File: src/rtl/gab_pkg.sv
`default_nettype none

package gab_pkg;

    // Sizes fixed by the interface
    localparam int MAX_DIM_DEF = 8;
    localparam int ELEM_W      = 16;
    localparam int DIM_W       = 4;
    localparam int POS_W       = 3;
    localparam int KIND_W      = 2;
    localparam int CFG_IDX_W   = 3;
    localparam int CFG_DATA_W  = 16;

    // Saturation limits of a Q8.8 result
    localparam logic signed [ELEM_W-1:0] SAT_MAX = 16'sh7fff;
    localparam logic signed [ELEM_W-1:0] SAT_MIN = 16'sh8000;

    // Configuration reset values
    localparam logic [DIM_W-1:0]         DIM_RST   = 4'd8;
    localparam logic signed [ELEM_W-1:0] ALPHA_RST = 16'sd256;
    localparam logic signed [ELEM_W-1:0] BETA_RST  = 16'sd0;

    // Request kinds
    typedef enum logic [KIND_W-1:0] {
        KIND_LOAD_A = 2'd0,
        KIND_LOAD_B = 2'd1,
        KIND_LOAD_C = 2'd2,
        KIND_START  = 2'd3
    } gab_kind_t;

    // Configuration register indexes
    typedef enum logic [CFG_IDX_W-1:0] {
        REG_M_ROWS  = 3'd0,
        REG_K_DEPTH = 3'd1,
        REG_N_COLS  = 3'd2,
        REG_TRANS_A = 3'd3,
        REG_TRANS_B = 3'd4,
        REG_ALPHA   = 3'd5,
        REG_BETA    = 3'd6
    } gab_reg_t;

    // Sequencer states
    typedef enum logic [1:0] {
        ST_IDLE,
        ST_ISSUE,
        ST_WAIT,
        ST_EMIT
    } gab_state_t;

    // One operand read slot handed from the sequencer to the datapath
    typedef struct packed {
        logic valid;
        logic first;
        logic last;
    } gab_issue_t;

    // Zero acts as one, anything above the maximum acts as the maximum
    function automatic logic [DIM_W-1:0] clamp_dim(input logic [DIM_W-1:0] d,
                                                   input logic [DIM_W-1:0] max_d);
        logic [DIM_W-1:0] r;
        begin
            if (d == '0)
                r = 4'd1;
            else if (d > max_d)
                r = max_d;
            else
                r = d;
            return r;
        end
    endfunction

endpackage

`default_nettype wire

File: src/rtl/gab_mac.sv
`default_nettype none

module gab_mac #(
    parameter int MAX_DIM = 8
) (
    input  wire logic                                 clk,
    input  wire logic                                 rst_n,
    input  wire gab_pkg::gab_issue_t                  issue,
    input  wire logic signed [gab_pkg::ELEM_W-1:0]    a_q,
    input  wire logic signed [gab_pkg::ELEM_W-1:0]    b_q,
    input  wire logic signed [gab_pkg::ELEM_W-1:0]    c_q,
    input  wire logic signed [gab_pkg::ELEM_W-1:0]    alpha,
    input  wire logic signed [gab_pkg::ELEM_W-1:0]    beta,
    output logic                                      res_valid,
    output logic signed [gab_pkg::ELEM_W-1:0]         res_value
);

    import gab_pkg::*;

    localparam int PROD_W = 2 * ELEM_W;
    localparam int ACC_W  = PROD_W + $clog2(MAX_DIM);
    localparam int SH_W   = ACC_W - 8;
    localparam int AP_W   = ELEM_W + SH_W;
    localparam int SUM_W  = AP_W + 1;
    localparam int S_W    = SUM_W - 8;

    logic                     v1_reg, f1_reg, l1_reg;
    logic                     v2_reg, f2_reg, l2_reg;
    logic                     done_reg;
    logic                     res_v_reg;
    logic signed [PROD_W-1:0] prod_reg;
    logic signed [ACC_W-1:0]  acc_reg;
    logic signed [ACC_W-1:0]  acc_base;
    logic signed [SH_W-1:0]   acc_sh;
    logic signed [AP_W-1:0]   aprod_reg;
    logic signed [PROD_W-1:0] bprod_reg;
    logic signed [SUM_W-1:0]  sum;
    logic signed [S_W-1:0]    sum_sh;
    logic [S_W-16:0]          sum_hi;
    logic                     beta_nz;

    assign beta_nz = (beta != '0);

    // Slot tags follow the read data through the product and accumulate stages
    always_ff @(posedge clk or negedge rst_n)
    begin
        if (!rst_n)
        begin
            v1_reg    <= 1'b0;
            f1_reg    <= 1'b0;
            l1_reg    <= 1'b0;
            v2_reg    <= 1'b0;
            f2_reg    <= 1'b0;
            l2_reg    <= 1'b0;
            done_reg  <= 1'b0;
            res_v_reg <= 1'b0;
        end
        else
        begin
            v1_reg    <= issue.valid;
            f1_reg    <= issue.first;
            l1_reg    <= issue.last;
            v2_reg    <= v1_reg;
            f2_reg    <= f1_reg;
            l2_reg    <= l1_reg;
            done_reg  <= v2_reg && l2_reg;
            res_v_reg <= done_reg;
        end
    end

    // First slot of an element restarts the sum
    assign acc_base = f2_reg ? '0 : acc_reg;

    // Product and exact accumulate
    always_ff @(posedge clk)
    begin
        if (v1_reg)
        begin
            prod_reg <= a_q * b_q;
        end
        if (v2_reg)
        begin
            acc_reg <= acc_base + ACC_W'(prod_reg);
        end
    end

    // Floor shift of the sum before scaling by alpha
    assign acc_sh = acc_reg[ACC_W-1:8];

    // Scale stage: alpha and beta products in parallel
    always_ff @(posedge clk)
    begin
        if (done_reg)
        begin
            aprod_reg <= alpha * acc_sh;
            if (beta_nz)
            begin
                bprod_reg <= beta * c_q;
            end
            else
            begin
                bprod_reg <= '0;
            end
        end
    end

    // Final add, floor shift and saturation
    assign sum    = SUM_W'(aprod_reg) + SUM_W'(bprod_reg);
    assign sum_sh = sum[SUM_W-1:8];
    assign sum_hi = sum_sh[S_W-1:15];

    always_comb
    begin
        if ((&sum_hi) || (~|sum_hi))
            res_value = sum_sh[ELEM_W-1:0];
        else if (sum_sh[S_W-1])
            res_value = SAT_MIN;
        else
            res_value = SAT_MAX;
    end

    assign res_valid = res_v_reg;

endmodule

`default_nettype wire

File: config.mk
export PLATFORM = sky130hd
export DESIGN_NAME = gab_mac
export DESIGN_NICKNAME = d
export VERILOG_FILES = /design/src/rtl/gab_pkg.sv /design/src/rtl/gab_mac.sv
export SDC_FILE = /design/constraint.sdc
export NUM_CORES = 2
export LEC_CHECK = 0
export BUFFER_PORTS_ARGS = -buffer_cell sky130_fd_sc_hd__buf_2
export CORE_MARGIN = 2
export CORE_UTILIZATION = 30
export CTS_CLUSTER_DIAMETER = 200
export DETAILED_ROUTE_END_ITERATION = 7
export SYNTH_ARGS = -nofsm -noshare
export SYNTH_HDL_FRONTEND = slang
export SYNTH_SLANG_ARGS = --single-unit
File: constraint.sdc
create_clock -name clk -period 17.6 [get_ports clk]
set_input_delay 0.88 -clock clk [delete_from_list [all_inputs] [get_ports clk]]
set_output_delay 0.88 -clock clk [all_outputs]
set_load 0.02 [all_outputs]
# Word-level counts from Yosys, hierarchy flattened
# Cells that the tools add are included.
[totals] wordCells=26 register_bits=150 mem_count=0 latch_bits=0 input_bits=85 ram_bits=0 mem_bits_ro=0
[classes] mul=3 n_eq_ne=0 add_sub_neg=2 muxes=3 n_reduce_logical=6 n_shift=0 magnitude_cmp=0 div=0 bitwise_logic=0
[op_table] op="$mul A16 B16 Y32" n=2
[op_table] op="$add A43 B32 Y44" n=1
[op_table] op="$mul A16 B27 Y43" n=1
[op_table] op="$add A35 B32 Y35" n=1
[op_table] op="$mux W35" n=1
[op_table] op="$mux W16" n=2
[op_table] op="$reduce_and A21 Y1" n=1
[op_table] op="$reduce_or A21 Y1" n=1
[op_table] op="$reduce_bool A16 Y1" n=1
[op_table] op="$logic_and A1 B1 Y1" n=1
[op_table] op="$logic_not A1 Y1" n=1
[op_table] op="$logic_or A1 B1 Y1" n=1

# Logic depth before layout (Yosys ltp)
[logic_depth] ltp_word=5 ltp_mapped=26 ltp_nobuf=25

# Worst setup path after synthesis
# Ideal clock, no wire load.
[synth_timing] path_kind="input to register" startpoint="in alpha[1] (netlist name)" endpoint="reg aprod_reg[41] (data pin)" slack_ns=10.621 required_ns=17.334 setup_time_ns=0.266 n_path_buf=2 arrival_ns=6.713 cell_stages=24 path_cell_list="clkbuf_1 clkbuf_1 nand2_1 fa_1 fa_1 fa_1 inv_1 fa_1 fa_1 inv_1 fa_1 inv_1 ha_1 and3_1 and3_1 o311ai_0 a21o_1 a211o_1 nand4bb_1 a31oi_1 or2_2 o21ai_0 o41ai_1 xnor2_1"
[synth_via] elab_chain_len=1
[synth_rtl] item="start, declared" line="gab_mac.sv:12" source="input wire logic signed [gab_pkg::ELEM_W-1:0] alpha,"
[synth_rtl] item="$mul A16 B27 Y43" line="gab_mac.sv:95" source="aprod_reg <= alpha * acc_sh;"
[synth_rtl] item="end signal, assigned" line="gab_mac.sv:95"
[synth_rtl] item="end, declared" line="gab_mac.sv:35" source="logic signed [AP_W-1:0] aprod_reg;"
# Every way passes these cells.
# A chain may end at the register's enable or synchronous reset.

# Final worst setup path
[layout_timing] startpoint="reg acc_reg[15]" endpoint="reg aprod_reg[42] (data pin)"
[layout_via] elab_chain_len=1
[layout_rtl] item="start, declared" line="gab_mac.sv:32" source="logic signed [ACC_W-1:0] acc_reg;"
[layout_rtl] item="start signal, assigned" line="gab_mac.sv:83" source="acc_reg <= acc_base + ACC_W'(prod_reg);"
[layout_rtl] item="$mul A16 B27 Y43" line="gab_mac.sv:95"
# Every way passes these cells.

==> results.ini <==
[logic_synthesis]
synthesis.area_per_instance_um2 = 9.19
synth.yosys.warnings = 0
synth-seq-cells = 150
syn-num-nets = 6178
netlist_instances = 4808
synth-async-reset-ratio = 0.0533
synth_sequential_area_ratio = 0.101
dominant_cells_by_area_after_synthesis = fa_1, ha_1, edfxtp_1
synth_cell_types = 79
post_synthesis_cell_type_with_the_largest_combined_area = fa_1
synth_top_cell_area_share = 0.426
synth-main-ff-cell = edfxtp_1
number_of_enable_type_register_cells_in_the_synthesized_netlist = 142
mappedNetlistArea_um2 = 44200

[run_status]
outcome = finished clean

[cells_and_area]
final_core_utilization = 0.323
layout.nets = 6149
mostFrequentLayoutCell = inv_1
final.fill_count = 15073
largest_reg_flops = 43
layout-area-overhead-vs-synth_pct = 6.71
mostFrequentLayoutCells = inv_1, fa_1, nand2_1
drive_gt1_frac = 0.0361

[cts]
cts.root.buffer_cell = clkbuf_16
clkLatencyLatePin_ns = 0.47
cts.reportedPaths.clkPinSlew_ns = 0.07
post_cts.repair.setup_buffers = 0
number_of_gates_given_a_new_drive_strength_after_cts = 0
cts_hold_repair_buffers = 0
clock_net_sink_count = 150
cts_buffers = 17
clk_path_buf_depth = 2
h-tree-depth = 4
clock_tree_from_tritoncts = done

[sta]
max-slew-margin-rel = 0.254
top_achievable_clock_speed_mhz = 133
count_of_final_hold_check_violations = 0
setup_violations = 0
worstMarginPinSlew_ns = 1.12
final.setup.tns_ns = 0
post-route-period-util = 0.426
holdWs_ns = 0.242
finClkSkew_ns = 0.0127
finalWorstPathRequiredPeriod_ns = 7.51
final.setup.worst_slack_ns = 10.09
setup_repair_after_global_routing_missed_its_margin = no
timing.final.max_slew_violations = 0

[drt]
drt-total-wl_mm = 106
average_wire_length_per_cell_after_detail_routing_um = 15.8
vias = 31636
via_per_inst = 4.71
drt.antenna.violating_nets = 0
drt-pass1-iter-count = 5
drt_iter0_drc = 1938
drc = 0

[flow_run]
max-cap-violations = 0

[die]
die_w_um = 388
top_level_ports = 102
placementRows = 140
die_area_um2 = 150000
die_y_um = 388
core_area_um2 = 146000
initial_utilization = 0.303

[grt]
antenna_violations_before_repair = 4
grt_use_total = 0.147
grt_first_pass_wirelength_mm = 179
globalRouteOverflowTotal = 0
grt_start_max_net_pins = 77
first_global_vias = 34362

[placement]
dp_worst_setup_slack_ns = 9.78
hpwl_mm = 88.1
routabilityCongestion = 0.911
portBuffers = 101

[critical_path]
critical_path.startpoint = acc_reg[15]$_DFFE_PP_
critical_path_peak_fanout = 17
critical_path_class = register to register
critPathLaunchType = register
arrival_ns = 7.78
worst-endpoint-required_ns = 17.88
r2r.worst_path.cells = 23
beginning_of_the_worst_register_to_register_path = acc_reg[15]$_DFFE_PP_
setup.worst_path.end_class = register

[hold_path]
worst_min_delay_path_category = primary input to async pin

-- critical path, cell delays in order (launching register included) --
cell and delay (ns):
edfxtp_1 1.02, and2_1 0.25, fa_1 0.41, inv_1 0.08, fa_1 0.44, fa_1 0.53, inv_1 0.06, fa_1 0.49
fa_1 0.49, inv_1 0.05, fa_1 0.47, inv_1 0.04, ha_1 0.34, and3_1 0.22, and3_1 0.21, o211ai_1 0.10
o22ai_1 0.31, a21oi_1 0.18, o21a_1 0.25, a211oi_1 0.47, o211ai_1 0.22, a31oi_1 0.28, nor4_1 0.08, a311oi_1 0.28
-- cells by family after synthesis --
kind of cell,Yosys count,synth area share
AOI/OAI and AO/OA,491,0.0727
adders and majority gates,1285,0.524
xor gates and xnor gates,168,0.0333
and+or+nand+nor,1434,0.159
muxes,6,0.00139
buffers and inverters,1274,0.109
DFF,150,0.101
-- final timing paths --
check | endpoint | slack (ns)
worst min-delay path | f2_reg$_DFF_PN0_ | 0.24
max in group asynchronous | done_reg$_DFF_PN0_ | 17.18
worst max-delay path | aprod_reg[42]$_DFFE_PP_ | 10.09
min in group clk | f2_reg$_DFF_PN0_ | 0.36
worst max register to register | aprod_reg[42]$_DFFE_PP_ | 10.09
worst min register to register | f2_reg$_DFF_PN0_ | 0.36
-- per-stage QoR --
stage	instance area, um2	cells
after floorplan	44200	4808
after global placement	46600	6677
after detailed placement	46600	6677
after CTS	47200	6709
after global routing	47200	6709
final	47200	6711
-- cell type report --
cell class              count  area [um2]  share of cell area
multi-input cells        3384       34900               0.740
inverters                1108        4160              0.0882
clock inverters            13         149             0.00316
repair buffers            118         633              0.0134
flip-flops and latches    150        4470              0.0948
diodes                      2        5.00            0.000106
clock buffers              19         433             0.00918
well taps                1917        2400              0.0509
-- synthesized netlist by cell type (6+ instances only) --
cell type / count
a211oi_1: 23
a21o_1: 72
a21oi_1: 154
a31oi_1: 16
and2_1: 377
and3_1: 23
buf_2: 12
clkbuf_1: 148
dfrtp_1: 8
edfxtp_1: 142
fa_1: 941
ha_1: 344
inv_1: 1107
nand2_1: 633
nand2b_1: 38
nand3_1: 40
nand4_1: 35
nor2_1: 152
nor2b_1: 50
nor3_1: 31
nor4_1: 8
o2111ai_1: 6
o211ai_1: 12
o21a_1: 30
o21ai_0: 75
o21bai_1: 24
o311ai_1: 15
o31ai_1: 9
or2_2: 10
or3_1: 12
or4_1: 6
xnor2_1: 120
xor2_1: 48
-- layer usage --
layer	global-route usage	wire [um]
met3	0.0117	4000
met2	0.259	53400
met4	0.0406	2590
met1	0.193	46100
met5	0	0
Power is not shown: default switching activity piles up to over one toggle a cycle in this logic, so the estimate is an artifact.
