`config.mk`:
```
export PLATFORM = sky130hd
export DESIGN_NAME = gab_ctrl
export DESIGN_NICKNAME = d
export VERILOG_FILES = /design/src/rtl/gab_pkg.sv /design/src/rtl/gab_ctrl.sv
export SDC_FILE = /design/constraint.sdc
export NUM_CORES = 1
export LEC_CHECK = 0
export BUFFER_PORTS_ARGS = -buffer_cell sky130_fd_sc_hd__buf_2
export CAP_MARGIN = 20
export CORE_ASPECT_RATIO = 1.25
export CORE_MARGIN = 3
export CORE_UTILIZATION = 40
export CTS_BUF_LIST = sky130_fd_sc_hd__clkbuf_4
export DETAILED_ROUTE_END_ITERATION = 16
export GPL_TIMING_DRIVEN = 0
export HOLD_SLACK_MARGIN = 0.1
export PLACE_DENSITY = 0.8
export SLEW_MARGIN = 20
export SYNTH_ARGS = -nofsm -noshare
export SYNTH_HDL_FRONTEND = slang
export SYNTH_SLANG_ARGS = --single-unit
```
`constraint.sdc`:
```
create_clock -name clk -period 2.05 [get_ports clk]
set_input_delay 0.1025 -clock clk [delete_from_list [all_inputs] [get_ports clk]]
set_output_delay 0.1025 -clock clk [all_outputs]
set_load 0.1 [all_outputs]
```
`src/rtl/gab_pkg.sv`:
```
`default_nettype none

package gab_pkg;

    // Sizes fixed by the interface
    localparam int MAX_DIM_DEF = 8;
    localparam int ELEM_W      = 16;
    localparam int DIM_W       = 4;
    localparam int POS_W       = 3;
    localparam int KIND_W      = 2;
    localparam int CFG_IDX_W   = 3;
    localparam int CFG_DATA_W  = 16;

    // Saturation limits of a Q8.8 result
    localparam logic signed [ELEM_W-1:0] SAT_MAX = 16'sh7fff;
    localparam logic signed [ELEM_W-1:0] SAT_MIN = 16'sh8000;

    // Configuration reset values
    localparam logic [DIM_W-1:0]         DIM_RST   = 4'd8;
    localparam logic signed [ELEM_W-1:0] ALPHA_RST = 16'sd256;
    localparam logic signed [ELEM_W-1:0] BETA_RST  = 16'sd0;

    // Request kinds
    typedef enum logic [KIND_W-1:0] {
        KIND_LOAD_A = 2'd0,
        KIND_LOAD_B = 2'd1,
        KIND_LOAD_C = 2'd2,
        KIND_START  = 2'd3
    } gab_kind_t;

    // Configuration register indexes
    typedef enum logic [CFG_IDX_W-1:0] {
        REG_M_ROWS  = 3'd0,
        REG_K_DEPTH = 3'd1,
        REG_N_COLS  = 3'd2,
        REG_TRANS_A = 3'd3,
        REG_TRANS_B = 3'd4,
        REG_ALPHA   = 3'd5,
        REG_BETA    = 3'd6
    } gab_reg_t;

    // Sequencer states
    typedef enum logic [1:0] {
        ST_IDLE,
        ST_ISSUE,
        ST_WAIT,
        ST_EMIT
    } gab_state_t;

    // One operand read slot handed from the sequencer to the datapath
    typedef struct packed {
        logic valid;
        logic first;
        logic last;
    } gab_issue_t;

    // Zero acts as one, anything above the maximum acts as the maximum
    function automatic logic [DIM_W-1:0] clamp_dim(input logic [DIM_W-1:0] d,
                                                   input logic [DIM_W-1:0] max_d);
        logic [DIM_W-1:0] r;
        begin
            if (d == '0)
                r = 4'd1;
            else if (d > max_d)
                r = max_d;
            else
                r = d;
            return r;
        end
    endfunction

endpackage

`default_nettype wire

```
`src/rtl/gab_ctrl.sv`:
```
`default_nettype none

module gab_ctrl #(
    parameter int  MAX_DIM = 8,
    localparam int AW      = (MAX_DIM > 1) ? $clog2(MAX_DIM * MAX_DIM) : 1
) (
    input  wire logic                                clk,
    input  wire logic                                rst_n,
    // request channel
    input  wire logic                                in_valid,
    output logic                                     in_ready,
    input  wire logic [gab_pkg::KIND_W-1:0]          kind,
    input  wire logic [gab_pkg::POS_W-1:0]           row_index,
    input  wire logic [gab_pkg::POS_W-1:0]           col_index,
    input  wire logic signed [gab_pkg::ELEM_W-1:0]   elem_value,
    // configuration
    input  wire logic [gab_pkg::DIM_W-1:0]           m_rows,
    input  wire logic [gab_pkg::DIM_W-1:0]           k_depth,
    input  wire logic [gab_pkg::DIM_W-1:0]           n_cols,
    input  wire logic                                trans_a,
    input  wire logic                                trans_b,
    input  wire logic                                beta_nz,
    // memory control
    output gab_pkg::gab_issue_t                      issue,
    output logic                                     ab_re,
    output logic                                     c_re,
    output logic [AW-1:0]                            a_raddr,
    output logic [AW-1:0]                            b_raddr,
    output logic [AW-1:0]                            c_raddr,
    output logic                                     a_we,
    output logic                                     b_we,
    output logic                                     c_we,
    output logic [AW-1:0]                            waddr,
    output logic signed [gab_pkg::ELEM_W-1:0]        wdata,
    // datapath result
    input  wire logic                                res_valid,
    input  wire logic signed [gab_pkg::ELEM_W-1:0]   res_value,
    // result channel
    output logic                                     out_valid,
    input  wire logic                                out_ready,
    output logic [gab_pkg::POS_W-1:0]                out_row,
    output logic [gab_pkg::POS_W-1:0]                out_col,
    output logic signed [gab_pkg::ELEM_W-1:0]        out_value,
    output logic                                     last_flag
);

    import gab_pkg::*;

    localparam int IW = (MAX_DIM > 1) ? $clog2(MAX_DIM) : 1;

    gab_state_t state_reg, state_next;

    logic [IW-1:0] m_reg, m_next;
    logic [IW-1:0] n_reg, n_next;
    logic [IW-1:0] k_reg, k_next;
    logic [IW-1:0] m_last, n_last, k_last;

    logic                     out_valid_reg, out_valid_next;
    logic [POS_W-1:0]         out_row_reg;
    logic [POS_W-1:0]         out_col_reg;
    logic signed [ELEM_W-1:0] out_value_reg;
    logic                     last_reg;

    logic elem_last;
    logic out_free;
    logic emit_fire;
    logic in_fire;
    logic load_ok;
    logic load_fire;
    logic [AW-1:0] load_addr;
    logic [AW-1:0] elem_addr;

    function automatic logic [AW-1:0] mk_addr(input logic [IW-1:0] r,
                                              input logic [IW-1:0] c);
        begin
            return AW'(r) * AW'(MAX_DIM) + AW'(c);
        end
    endfunction

    // Effective last indexes
    assign m_last = IW'(clamp_dim(m_rows,  DIM_W'(MAX_DIM)) - 4'd1);
    assign k_last = IW'(clamp_dim(k_depth, DIM_W'(MAX_DIM)) - 4'd1);
    assign n_last = IW'(clamp_dim(n_cols,  DIM_W'(MAX_DIM)) - 4'd1);

    assign elem_last = (m_reg == m_last) && (n_reg == n_last);
    assign out_free  = !out_valid_reg || out_ready;
    assign emit_fire = (state_reg == ST_EMIT) && out_free;
    assign in_fire   = in_valid && in_ready;
    assign load_ok   = (int'(row_index) < MAX_DIM) && (int'(col_index) < MAX_DIM);
    assign load_fire = in_fire && (kind != KIND_START) && load_ok;
    assign load_addr = mk_addr(IW'(row_index), IW'(col_index));
    assign elem_addr = mk_addr(m_reg, n_reg);

    // Next state
    always_comb
    begin
        state_next = state_reg;
        case (state_reg)
            ST_IDLE:
            begin
                if (in_valid && kind == KIND_START)
                    state_next = ST_ISSUE;
            end
            ST_ISSUE:
            begin
                if (k_reg == k_last)
                    state_next = ST_WAIT;
            end
            ST_WAIT:
            begin
                if (res_valid)
                    state_next = ST_EMIT;
            end
            ST_EMIT:
            begin
                if (out_free)
                    state_next = elem_last ? ST_IDLE : ST_ISSUE;
            end
            default:
            begin
                state_next = ST_IDLE;
            end
        endcase
    end

    // Loop counters: k inner, then n, then m
    always_comb
    begin
        m_next = m_reg;
        n_next = n_reg;
        k_next = k_reg;
        case (state_reg)
            ST_IDLE:
            begin
                m_next = '0;
                n_next = '0;
                k_next = '0;
            end
            ST_ISSUE:
            begin
                k_next = (k_reg == k_last) ? '0 : IW'(k_reg + 1'b1);
            end
            ST_EMIT:
            begin
                if (out_free)
                begin
                    if (n_reg == n_last)
                    begin
                        n_next = '0;
                        m_next = IW'(m_reg + 1'b1);
                    end
                    else
                    begin
                        n_next = IW'(n_reg + 1'b1);
                    end
                end
            end
            default:
            begin
            end
        endcase
    end

    // Outputs of the sequencer
    always_comb
    begin
        in_ready    = (state_reg == ST_IDLE);
        issue.valid = (state_reg == ST_ISSUE);
        issue.first = (k_reg == '0);
        issue.last  = (k_reg == k_last);
        ab_re       = issue.valid;
        c_re        = issue.valid && issue.first && beta_nz;
        a_raddr     = trans_a ? mk_addr(k_reg, m_reg) : mk_addr(m_reg, k_reg);
        b_raddr     = trans_b ? mk_addr(n_reg, k_reg) : mk_addr(k_reg, n_reg);
        c_raddr     = elem_addr;
        a_we        = load_fire && (kind == KIND_LOAD_A);
        b_we        = load_fire && (kind == KIND_LOAD_B);
        c_we        = (load_fire && (kind == KIND_LOAD_C)) || emit_fire;
        waddr       = emit_fire ? elem_addr : load_addr;
        wdata       = emit_fire ? res_value : elem_value;
    end

    // Result register valid
    always_comb
    begin
        if (emit_fire)
            out_valid_next = 1'b1;
        else if (out_ready)
            out_valid_next = 1'b0;
        else
            out_valid_next = out_valid_reg;
    end

    // Control state
    always_ff @(posedge clk or negedge rst_n)
    begin
        if (!rst_n)
        begin
            state_reg     <= ST_IDLE;
            m_reg         <= '0;
            n_reg         <= '0;
            k_reg         <= '0;
            out_valid_reg <= 1'b0;
        end
        else
        begin
            state_reg     <= state_next;
            m_reg         <= m_next;
            n_reg         <= n_next;
            k_reg         <= k_next;
            out_valid_reg <= out_valid_next;
        end
    end

    // Result payload
    always_ff @(posedge clk)
    begin
        if (emit_fire)
        begin
            out_row_reg   <= POS_W'(m_reg);
            out_col_reg   <= POS_W'(n_reg);
            out_value_reg <= res_value;
            last_reg      <= elem_last;
        end
    end

    assign out_valid = out_valid_reg;
    assign out_row   = out_row_reg;
    assign out_col   = out_col_reg;
    assign out_value = out_value_reg;
    assign last_flag = last_reg;

    // A and B are only written between starts
    a_ab_load_idle: assert property (@(posedge clk) disable iff (!rst_n)
        (a_we || b_we) |-> state_reg == ST_IDLE)
        else $error("A/B store written during compute");

    // Datapath result only arrives while waiting for it
    a_res_in_wait: assert property (@(posedge clk) disable iff (!rst_n)
        res_valid |-> state_reg == ST_WAIT)
        else $error("datapath result outside wait state");

    // Last operand slot hands over to the wait state
    a_issue_end: assert property (@(posedge clk) disable iff (!rst_n)
        (issue.valid && issue.last) |=> state_reg == ST_WAIT)
        else $error("issue did not end after last slot");

    // Final element is presented flagged and the sequencer goes idle
    a_last_emit: assert property (@(posedge clk) disable iff (!rst_n)
        (emit_fire && elem_last) |=> (state_reg == ST_IDLE && out_valid && last_flag))
        else $error("final element not flagged or sequencer not idle");

endmodule

`default_nettype wire

```
* Yosys cells after proc, flatten, opt, wreduce, memory -nomap -nowiden *
Index checks and enable logic that the tools add are counted.

word-level totals
  bits of input ports = 60
  register bits = 35
  output and inout port bits = 73

cells by class
  $lt $le $gt $ge = 3
  reductions and logical operators = 25
  equality and inequality tests = 15
  $add $sub $neg = 12
  multiplexer cells = 26

operator list
  cell                   count
  $add A6 B3 Y6          6
  $mux W3                11
  $mux W6                3
  $pmux W3 S2            3
  $mux W16               1
  $gt A4 B4 Y1 const B   3
  $logic_not A4 Y1       3
  $logic_and A1 B1 Y1    10
  $ne A2 B2 Y1 const B   5
  $add A3 B1 Y3 const B  3
  $eq A3 B3 Y1           3
  $sub A3 B1 Y3 const B  3
  $eq A2 B2 Y1 const B   4
  $mux W2                4
  $pmux W2 S4            1
  $reduce_bool A2 Y1     3
  $eq A2 B1 Y1 const B   2
  $logic_not A2 Y1       2
  $reduce_and A4 Y1      1
  $logic_not A3 Y1       1
  $mux W1                3
  $reduce_and A3 Y1      1
  $logic_or A1 B1 Y1     2
  $ne A2 B1 Y1 const B   1
  2 further kinds        2

* Longest topological paths before layout *
Gate-level depths: netlist of run 1.

  word-level depth = 9
  depth in mapped cells = 8
  gate-level depth less buffers = 8

* Least setup slack after synthesis of run 1 *
Ideal clock, no wire load.

  kind = register to output
  from = register state_reg[0]
  to = output b_we
  path slack = -2.028 ns
  arrival = 3.975 ns
  cell stages (with the launch flop) = 6
  path through = dfrtp_1 > inv_1 > ha_1 > clkbuf_1 > nand2_1 > nor3b_1

on the way
  cells in the longest elaborated chain, start to end = 4

RTL lines
  element                 RTL line         source
  from (decl)             gab_ctrl.sv:51   gab_state_t state_reg, state_next;
  from (signal assigned)  gab_ctrl.sv:207  state_reg <= state_next;
  $logic_not A2 Y1        gab_ctrl.sv:167  in_ready = (state_reg == ST_IDLE);
  via in_ready            gab_ctrl.sv:11   output logic in_ready,
  $logic_and A1 B1 Y1     gab_ctrl.sv:88   assign in_fire = in_valid && in_ready;
  $logic_and A1 B1 Y1     gab_ctrl.sv:90   assign load_fire = in_fire && (kind != KIND_START) && load_ok;
  $logic_and A1 B1 Y1     gab_ctrl.sv:177  b_we = load_fire && (kind == KIND_LOAD_B);
  to (decl)               gab_ctrl.sv:31   output logic b_we,

The timed path passes the listed nets, and every way through them passes these cells.

* Worst setup path after layout of run 1 *
  from = register state_reg[0]
  to = output wdata[5] (netlist name)

on the way
  cells in the longest elaborated chain, start to end = 3

RTL lines
  element              RTL line         source
  $eq A2 B2 Y1         gab_ctrl.sv:87   assign emit_fire = (state_reg == ST_EMIT) && out_free;
  $logic_and A1 B1 Y1  gab_ctrl.sv:87
  $mux W16             gab_ctrl.sv:180  wdata = emit_fire ? res_value : elem_value;
  to (decl)            gab_ctrl.sv:34   output logic signed [gab_pkg::ELEM_W-1:0] wdata,

No other way between the ends.

==> run_results.csv, run 1 <==
group,metric,value,unit
grt,grt-ovfl-total,0,
grt,antenna_found_initial,0,
cts,cts_max_level,2,
final_layout,final_layout_size_suffix_gt1_frac,0.5571,
yosys,ys_types,42,
worst_hold_path,hold_class,"in -> async",
yosys,ys_warn_count,0,
grt,grt_pass1_vias,2229,
final_layout,largest_reg_flops,16,
yosys,synthTopCellsByCount,"63 x nand2_1, 23 x edfxtp_1, 14 x mux2_2",
placement,io_buffers,130,
worst_setup_path,critical_path.cell_chain,"ha_2, nand2_8, clkinvlp_4, clkbuf_4, nand2_1, nand2_2, buf_6",
detailed_routing,drc_errors,0,
detailed_routing,vias_per_cell,5.248,
yosys,synth_edf_count,23,
placement,dp_hpwl,4806,um
sta,finalSetupViolations,0,
final_layout,diodes,0,
detailed_routing,drtIter0Drc,154,
yosys,ys_ff_latch,35,
sta,slew_headroom,0.6570,
worst_setup_path,crit_path_end_kind,"primary output",
floorplan,ios,133,
floorplan,dieWidth,70.88,um
sta,slew_viol_final,0,
detailed_routing,drt_wl_total,7225,um
final_layout,area_delta_synth_final,65.10,%
grt,grt_usage,0.2302,
cts,root_buffer,"clkbuf_4",
detailed_routing,wl_per_cell,16.88,um
worst_setup_path,crit_type,"reg -> out",
detailed_routing,dr.pass1.iters,4,
sta,rsz0062_at_grt,"true",
grt,grt_max_degree,33,
yosys,syn_area_per_cell,9.974,um2
worst_setup_path,crit_buf_inv,3,
floorplan,core-area,4905,um2
flow_run,max_cap_viol_count,0,
worst_setup_path,cpMaxStageDelayCell,"dfrtp_1",
cts,cts.sinks,35,
worst_setup_path,worst_ep_arrival_time,1.86,ns
sta,hold_violations,0,
worst_setup_path,start_kind,"register",
cts,cts_tree,"done",
worst_setup_path,slowest_delay,0.42,ns
yosys,syn-num-nets,282,
yosys,ys_async_sr_fraction,0.3429,
sta,fmax,510.1,MHz
final_layout,nNetsFinal,439,
worst_setup_path,cp.required,1.95,ns
detailed_routing,ant_nets,0,
sta,fin_crit,1.961,ns
cts,clock_latency,0.33,ns
sta,finalSetupTns,0,ns
sta,fin_crit_sh,0.9564,
sta,fin_ws,0.08942,ns
placement,placed_cells,401,
floorplan,die_y,87.10,um
cts,cts_buffers,5,
status,status,"complete, no violations",
cts,clk_pin_slew_worst_paths,0.10,ns
yosys,synth.area.top_cells,"edfxtp_1 33%, dfrtp_1 14%, nand2_1 11%",
floorplan,fp.dieArea,6173,um2
floorplan,rows,28,
cts,cts_buffer_depth,2,
worst_setup_path,crit_fanout,10,
yosys,netlist_area,2105,um2
yosys,yosys.area.top_type_share,0.3282,
worst_setup_path,path_delay_family,"buffers and inverters",
yosys,yosysMostFrequentCell,"nand2_1",
yosys,synth_flop_cell,"edfxtp_1",
final_layout,layout.cells.non_filler,428,
yosys,ys_seq_area_frac,0.4709,
yosys,syn-instance-count,211,
sta,worst_slew_pin_slew,0.5180,ns
yosys,synth_top_area_cell,"edfxtp_1",
floorplan,start_util,0.4291,
sta,skew,0.01184,ns
placement,dp_slack,-0.1915,ns
detailed_routing,num_vias,2246,
placement,place.gp.congestion,0.8173,
grt,grt_pass1_wl,11160,um
## through the flow
stage	utilization	cell area [um2]	hold WS (ns)
CTS	0.6964	3416	0.1092
detailed placement	0.6082	2983	0.006006
global placement	0.6082	2983	0.005468
global route	0.7084	3475	0.2092
floorplan	-	2257	-0.1931
finish	0.7084	3475	0.1832
## area by class of cell
type / count / area [um2]
flip-flops and latches: 35 / 996.0
plain buffers: 9 / 95.09
well taps: 60 / 75.07
inverters: 11 / 45.04
clock buffers: 5 / 37.54
multi-input cells: 156 / 1179
clock inverters: 2 / 8.758
repair buffers: 150 / 1039
fillers: 341 / 1430
## kinds of logic after synthesis
| logic type | count (synthesis) | synth area share |
|---|---|---|
| adder cells (fa/ha/maj) | 11 | 0.06540 |
| flip-flops | 35 | 0.4709 |
| multiplexers | 15 | 0.07967 |
| AO/OA/AOI/OAI | 34 | 0.1171 |
| XOR/XNOR | 10 | 0.04519 |
| AND/OR/NAND/NOR | 86 | 0.1796 |
| buffers and inverters | 20 | 0.04221 |
## layer usage
layer,wire [um],up-vias,part of all wire,track usage
li1,-,1049,-,-
met1,2590,1061,0.36,0.2474
met2,3871,123,0.54,0.4236
met3,650,13,0.090,0.07852
met4,114,0,0.016,0.06838
met5,0,-,0,0
## final timing paths
| kind | slack, ns | cells past startpoint | endpoint | start |
|---|---|---|---|---|
| min in group clk | 0.23 | 3 | out_valid$_DFFE_PN0P_ | out_ready |
| max in group asynchronous | 1.62 | 2 | k_reg[0]$_DFFE_PN0P_ | rst_n |
| worst max-delay path | 0.09 | 7 | wdata[5] | state_reg[0]$_DFFE_PN0P_ |
| worst min-delay path | 0.18 | 2 | m_reg[0]$_DFFE_PN0P_ | rst_n |
| worst max register to register | 0.27 | 5 | state_reg[0]$_DFFE_PN0P_ | n_reg[2]$_DFFE_PN0P_ |
| worst min register to register | 0.57 | 0 | out_col[2]$_DFFE_PP_ | n_reg[2]$_DFFE_PN0P_ |
## worst register-to-register path, cell delays in order, from the launching register on
cell     delay (ns)
dfrtp_2        0.47
xor2_1         0.18
xnor2_1        0.29
nand3_2        0.20
o41ai_2        0.39
a31oi_1        0.12
## cells in the final DEF (no fill, tap or decap), drive strengths merged, types with 2 or more instances in the layout
master,synthesis,layout
clkbuf,5,13
o31ai,2,2
inv,11,10
nor3b,2,2
nand2,63,63
xor2,2,2
a31oi,2,2
clkinv,0,2
nand2b,3,3
o21ai,11,11
xnor2,8,8
nand3,5,5
a21o,2,2
buf,4,134
ha,11,11
a31o,2,2
nor2b,4,4
dfrtp,12,12
o22ai,2,2
o21bai,3,3
a21oi,5,5
nor3,3,3
dlygate4sd3,0,17
edfxtp,23,23
mux2,14,14
## timing repair
action	CTS	global route
cloned	0	1
endpoints found under the setup margin	23	20
buffers inserted	0	2
hold buffers	17	0
hold endpoints to repair	28	0
resized for setup	61	9
Power of run 1 is left out: the tool's default activity adds up to more than one toggle a clock period on the data nets, which glitch-free logic cannot reach.
==> run 2: changes to the inputs <==
--- a/config.mk
+++ b/config.mk
@@ -9,12 +9,12 @@
 export CAP_MARGIN = 20
 export CORE_ASPECT_RATIO = 1.25
 export CORE_MARGIN = 3
-export CORE_UTILIZATION = 40
-export CTS_BUF_LIST = sky130_fd_sc_hd__clkbuf_4
+export CORE_UTILIZATION = 39
+export CTS_BUF_LIST = sky130_fd_sc_hd__clkbuf_16
 export DETAILED_ROUTE_END_ITERATION = 16
 export GPL_TIMING_DRIVEN = 0
 export HOLD_SLACK_MARGIN = 0.1
-export PLACE_DENSITY = 0.8
+export PLACE_DENSITY = 0.78
 export SLEW_MARGIN = 20
 export SYNTH_ARGS = -nofsm -noshare
 export SYNTH_HDL_FRONTEND = slang
==> run 2 against run 1 <==
  * Core utilization is 3.6 points lower
  * Clock-buffer cell count unchanged
  * Global-route usage fell by 2.4 points
  * Critical path depth did not move
  * Cell area decreased by 0.32%
  * Fmax is 0.53% lower
  * Die area up 2.4%
  * Critical endpoint is now wdata[10]
  * Largest cell class unchanged
  * Highest routed layer unchanged
==> run_results.csv, run 2 (synthesized netlist as in run 1, its figures left out) <==
group,metric,value,unit
status,status,"complete, no violations",
detailed_routing,drc_errors,0,
placement,io_buffers,130,
sta,worst_slew_pin_slew,0.5056,ns
worst_hold_path,hold_end,"out_valid$_DFFE_PN0P_",
final_layout,diodes,0,
detailed_routing,wl_per_cell,15.25,um
placement,dp_hpwl,4637,um
detailed_routing,wl_met1,2505,um
floorplan,dieWidth,71.71,um
grt,antenna_found_initial,0,
flow_run,max_cap_viol_count,0,
worst_setup_path,cp.required,1.95,ns
grt,grt_usage,0.2063,
worst_setup_path,r2r_cells,5,
detailed_routing,num_vias,2126,
sta,fin_crit,1.971,ns
cts,clock_latency,0.27,ns
detailed_routing,route.met3.wl,467,um
final_layout,largest_reg_flops,16,
floorplan,die_y,88.13,um
cts,cts_tree,"done",
placement,placed_cells,403,
cts,root_buffer,"clkbuf_16",
sta,fin_crit_sh,0.9615,
grt,grt_pass1_wl,10210,um
detailed_routing,routed-wl-met2,3482,um
placement,place.gp.congestion,0.7793,
sta,skew,0.004044,ns
floorplan,rows,29,
worst_setup_path,crit_fanout,10,
worst_setup_path,ff2ff_setup_slack,0.26,ns
detailed_routing,vias_per_cell,4.967,
detailed_routing,drtIter0Drc,76,
floorplan,core-area,5152,um2
final_layout,nNetsFinal,436,
sta,rsz0062_at_grt,"false",
sta,slew_viol_final,0,
detailed_routing,top_layer,"met4",
final_layout,final_common_cell,"buf_2",
worst_setup_path,crit_type,"reg -> out",
final_layout,final_layout_size_suffix_gt1_frac,0.5519,
floorplan,start_util,0.4085,
detailed_routing,dr.pass1.iters,4,
final_layout,final_cell_mix,"111 x buf_2, 45 x nand2_1, 23 x edfxtp_1, 17 x buf_6, 17 x dlygate4sd3_1",
final_layout,area_delta_synth_final,64.57,%
worst_setup_path,r2r-start,"n_reg[2]$_DFFE_PN0P_",
sta,slew_headroom,0.6652,
sta,finalSetupViolations,0,
worst_hold_path,min_from,"out_ready",
detailed_routing,ant_nets,0,
grt,grt_max_degree,33,
cts,cts_max_level,2,
worst_setup_path,start_kind,"register",
detailed_routing,drt_wl_total,6527,um
grt,grt-ovfl-total,0,
cts,cts_buffer_depth,2,
floorplan,ios,133,
worst_setup_path,r2r-end,"state_reg[0]$_DFFE_PN0P_",
grt,grt_pass1_vias,2175,
sta,hold_ws,0.1997,ns
floorplan,fp.dieArea,6319,um2
worst_hold_path,whs_path_depth,3,
cts,clk_pin_slew_worst_paths,0.05,ns
final_layout,layout.cells.non_filler,428,
cts,cts.sinks,35,
sta,hold_violations,0,
worst_setup_path,crit_path_end_kind,"primary output",
worst_setup_path,worst_ep_arrival_time,1.87,ns
sta,fmax,507.3,MHz
worst_hold_path,hold_class,"in -> reg",
cts,cts_buffers,5,
==> run 2: cell count changes in the layout (fill, tap and decap cells not counted), sizes merged <==
cell	before	now
buf	134	135
bufinv	0	1
clkbuf	13	9
clkinvlp	1	0
inv	10	11
==> run 2: metal layers <==
| metal | vias to the layer above | global-route usage |
|---|---|---|
| met5 | - | 0 |
| met1 | 986 | 0.2252 |
| met2 | 93 | 0.3888 |
| met4 | 0 | 0.07350 |
| met3 | 6 | 0.04478 |
| li1 | 1041 | - |
==> run 2: cell type report <==
type / instances / area [um2]
buffer: 9 / 87.58
clock buffer: 5 / 125.1
clock inverter: 3 / 38.79
fill: 397 / 1689
inverter: 11 / 41.29
multi-input combinational: 156 / 1170
sequential: 35 / 994.7
tap: 62 / 77.57
timing repair buffer: 147 / 928.4
==> run 2: repair_timing <==
action                                  CTS  global route
hold buffers                             17             0
hold endpoints to repair                 28             0
setup buffers                             0             0
endpoints found under the setup margin   19            18
pin swaps                                 0             0
resized for setup                        42             5
cloned                                    0             0
==> run 2: metrics by stage <==
step / utilization / worst slack [ns] / TNS [ns] / area [um2]
global placement: 0.5794 / -0.1437 / -1.540 / 2985
finish: 0.6722 / 0.07893 / 0 / 3463
floorplan: - / -0.01936 / -0.03763 / 2257
CTS: 0.6712 / 0.04410 / 0 / 3458
global route: 0.6722 / 0.008657 / 0 / 3463
detailed placement: 0.5794 / -0.1662 / -2.102 / 2985
==> run 2: how the worst max path moves through the flow <==
stage / end / from / slack, ns
finish: wdata[10] / state_reg[0]$_DFFE_PN0P_ / 0.08
global route: wdata[10] / state_reg[0]$_DFFE_PN0P_ / 0.009
CTS: waddr[1] / state_reg[0]$_DFFE_PN0P_ / 0.04
detailed placement: wdata[6] / state_reg[0]$_DFFE_PN0P_ / -0.17
global placement: wdata[0] / state_reg[0]$_DFFE_PN0P_ / -0.14
floorplan: k_reg[1]$_DFFE_PN0P_ / k_depth[1] / -0.02
==> run 2: worst max-delay path, stage by stage, from the launching register on <==
cell     delay (ns)
dfrtp_1        0.43
ha_2           0.24
nand2_4        0.13
buf_4          0.20
buf_4          0.21
nand2_1        0.09
nand2_2        0.08
buf_6          0.22
Power of run 2 is left out for the same reason.
==> run 3: changes to the inputs <==
--- a/config.mk
+++ b/config.mk
@@ -9,12 +9,12 @@
 export CAP_MARGIN = 20
 export CORE_ASPECT_RATIO = 1.25
 export CORE_MARGIN = 3
-export CORE_UTILIZATION = 39
+export CORE_UTILIZATION = 46
 export CTS_BUF_LIST = sky130_fd_sc_hd__clkbuf_16
 export DETAILED_ROUTE_END_ITERATION = 16
 export GPL_TIMING_DRIVEN = 0
 export HOLD_SLACK_MARGIN = 0.1
-export PLACE_DENSITY = 0.78
+export PLACE_DENSITY = 0.87
 export SLEW_MARGIN = 20
 export SYNTH_ARGS = -nofsm -noshare
 export SYNTH_HDL_FRONTEND = slang
==> constraint.sdc (replaced) <==
create_clock -name clk -period 2.49 [get_ports clk]
set_input_delay 0.1245 -clock clk [delete_from_list [all_inputs] [get_ports clk]]
set_output_delay 0.1245 -clock clk [all_outputs]
set_load 0.1 [all_outputs]
==> run 3 against run 2 <==
  * Die area down 14%
  * Sequential share of layout area up 1.8 points
  * Sequential cell count unchanged
  * Clock-buffer cell count unchanged
  * Via count up 6.9%
  * Global-route usage up 5.2 points
  * Hold slack better by 0.0049 ns
  * Critical path type unchanged
==> run_results.csv, run 3 (synthesized netlist as in run 1, its figures left out) <==
group,metric,value,unit
status,status,"complete, no violations",
detailed_routing,ant_nets,0,
detailed_routing,vias_per_cell,5.386,
sta,finalSetupViolations,0,
placement,placed_cell_area,2897,um2
worst_setup_path,path_delay_family,"buffers and inverters",
sta,skew,0.006260,ns
floorplan,core-area,4262,um2
worst_hold_path,hold_class,"in -> reg",
worst_setup_path,crit_path_end_kind,"primary output",
sta,slew_headroom,0.6646,
worst_setup_path,crit_type,"reg -> out",
final_layout,design_area,3251,um2
detailed_routing,drc_errors,0,
final_layout,final_common_cell,"buf_2",
placement,dp_hpwl,4758,um
cts,cts_buffer_depth,2,
placement,place.gp.congestion,0.8155,
floorplan,dieWidth,66.50,um
sta,finalSetupTns,0,ns
worst_setup_path,critical_path.cell_chain,"inv_1, ha_2, clkbuf_1, nand2_1, nor3b_4, clkbuf_4",
grt,use_met1,0.2665,
grt,antenna_found_initial,0,
worst_setup_path,cp.required,2.37,ns
final_layout,largest_reg_flops,16,
floorplan,ios,133,
worst_setup_path,worst_ep_arrival_time,2.21,ns
grt,grtUsageMet3,0.06566,
grt,busiest_layer,"met2",
worst_setup_path,crit_buf_inv,3,
floorplan,rows,26,
grt,grt_pass1_vias,2222,
final_layout,final_cell_mix,"116 x buf_2, 53 x nand2_1, 23 x edfxtp_1, 17 x dlygate4sd3_1, 14 x mux2_2",
cts,root_buffer,"clkbuf_16",
placement,io_buffers,130,
grt,grt_max_degree,33,
worst_setup_path,start_kind,"register",
sta,worst_slew_pin_slew,0.4995,ns
final_layout,nNetsFinal,436,
cts,clk_pin_slew_worst_paths,0.05,ns
detailed_routing,dr.pass1.iters,4,
floorplan,die_y,81.63,um
grt,grt_usage,0.2579,
sta,fmax,429.2,MHz
sta,fin_crit,2.330,ns
worst_setup_path,crit_fanout,9,
sta,hold_violations,0,
worst_setup_path,cpMaxStageDelayCell,"dfrtp_1",
worst_setup_path,slowest_delay,0.41,ns
cts,cts_tree,"done",
detailed_routing,wl_per_cell,16.46,um
cts,cts_max_level,2,
grt,grt_pass1_wl,10610,um
cts,clock_latency,0.27,ns
final_layout,multi_input_area,1097,um2
cts,cts_buffers,5,
floorplan,start_util,0.4938,
placement,placed_cells,397,
sta,hold_ws,0.2046,ns
sta,slew_viol_final,0,
sta,fin_crit_sh,0.9356,
final_layout,diodes,0,
final_layout,regArea,991.0,um2
cts,cts.sinks,35,
floorplan,fp.dieArea,5428,um2
sta,rsz0062_at_grt,"false",
grt,grt-ovfl-total,0,
final_layout,area_delta_synth_final,54.46,%
detailed_routing,drtIter0Drc,162,
flow_run,max_cap_viol_count,0,
worst_setup_path,ff2ff_setup_slack,0.56,ns
detailed_routing,drt_wl_total,6946,um
final_layout,final_layout_size_suffix_gt1_frac,0.4863,
final_layout,layout.cells.non_filler,422,
detailed_routing,num_vias,2273,
grt,grt_use_met2,0.4796,
final_layout,nFillCells,279,
## run 3: cell count changes in the layout (fill, tap and decap cells not counted), sizes merged
| cell | before | now |
|---|---|---|
| inv | 11 | 12 |
| bufinv | 1 | 0 |
| buf | 135 | 128 |
| clkbuf | 9 | 16 |
## run 3: metal layers
| metal | wire [um] | share of wire |
|---|---|---|
| met2 | 3594 | 0.52 |
| met1 | 2363 | 0.34 |
| met4 | 244 | 0.035 |
| met3 | 744 | 0.11 |
| met5 | 0 | 0 |
## run 3: per-stage QoR
step                      utilization  setup WS, ns
after floorplan                     -       -0.2401
after global placement         0.6797       0.07661
after CTS                      0.7578       0.03530
final                          0.7628        0.1603
after detailed placement       0.6797       0.05750
after global routing           0.7628       0.03111
## run 3: final timing paths
kind / start / endpoint / cells after the start
worst max-delay path: state_reg[0]$_DFFE_PN0P_ / b_we / 6
worst min-delay path: out_ready / out_valid$_DFFE_PN0P_ / 3
worst max register to register: n_reg[2]$_DFFE_PN0P_ / state_reg[0]$_DFFE_PN0P_ / 5
worst min register to register: out_valid$_DFFE_PN0P_ / out_valid$_DFFE_PN0P_ / 2
max in group asynchronous: rst_n / m_reg[2]$_DFFE_PN0P_ / 2
min in group asynchronous: rst_n / m_reg[0]$_DFFE_PN0P_ / 2
## run 3: worst reg2reg max path, cell delays in order, from the launching register on
cell     delay, ns
dfrtp_1       0.46
xor2_1        0.21
xnor2_1       0.34
nand3_2       0.20
o41ai_2       0.44
a31oi_1       0.13
## run 3: repair_timing
action,CTS,global route
setup buffers,0,0
resized for setup,10,11
cloned,0,0
endpoints found under the setup margin,9,18
endpoints found under the hold margin,28,0
hold buffers,17,0
## run 3: cell type report
type                    instances  share of cell area
multi-input cells             156              0.3376
flip-flops and latches         35              0.3048
repair buffers                147              0.2648
clock buffers                   5             0.03849
well taps                      56             0.02156
plain buffers                   9             0.01617
inverters                      11             0.01270
clock inverters                 3            0.003849
Power of run 3 is left out for the same reason.
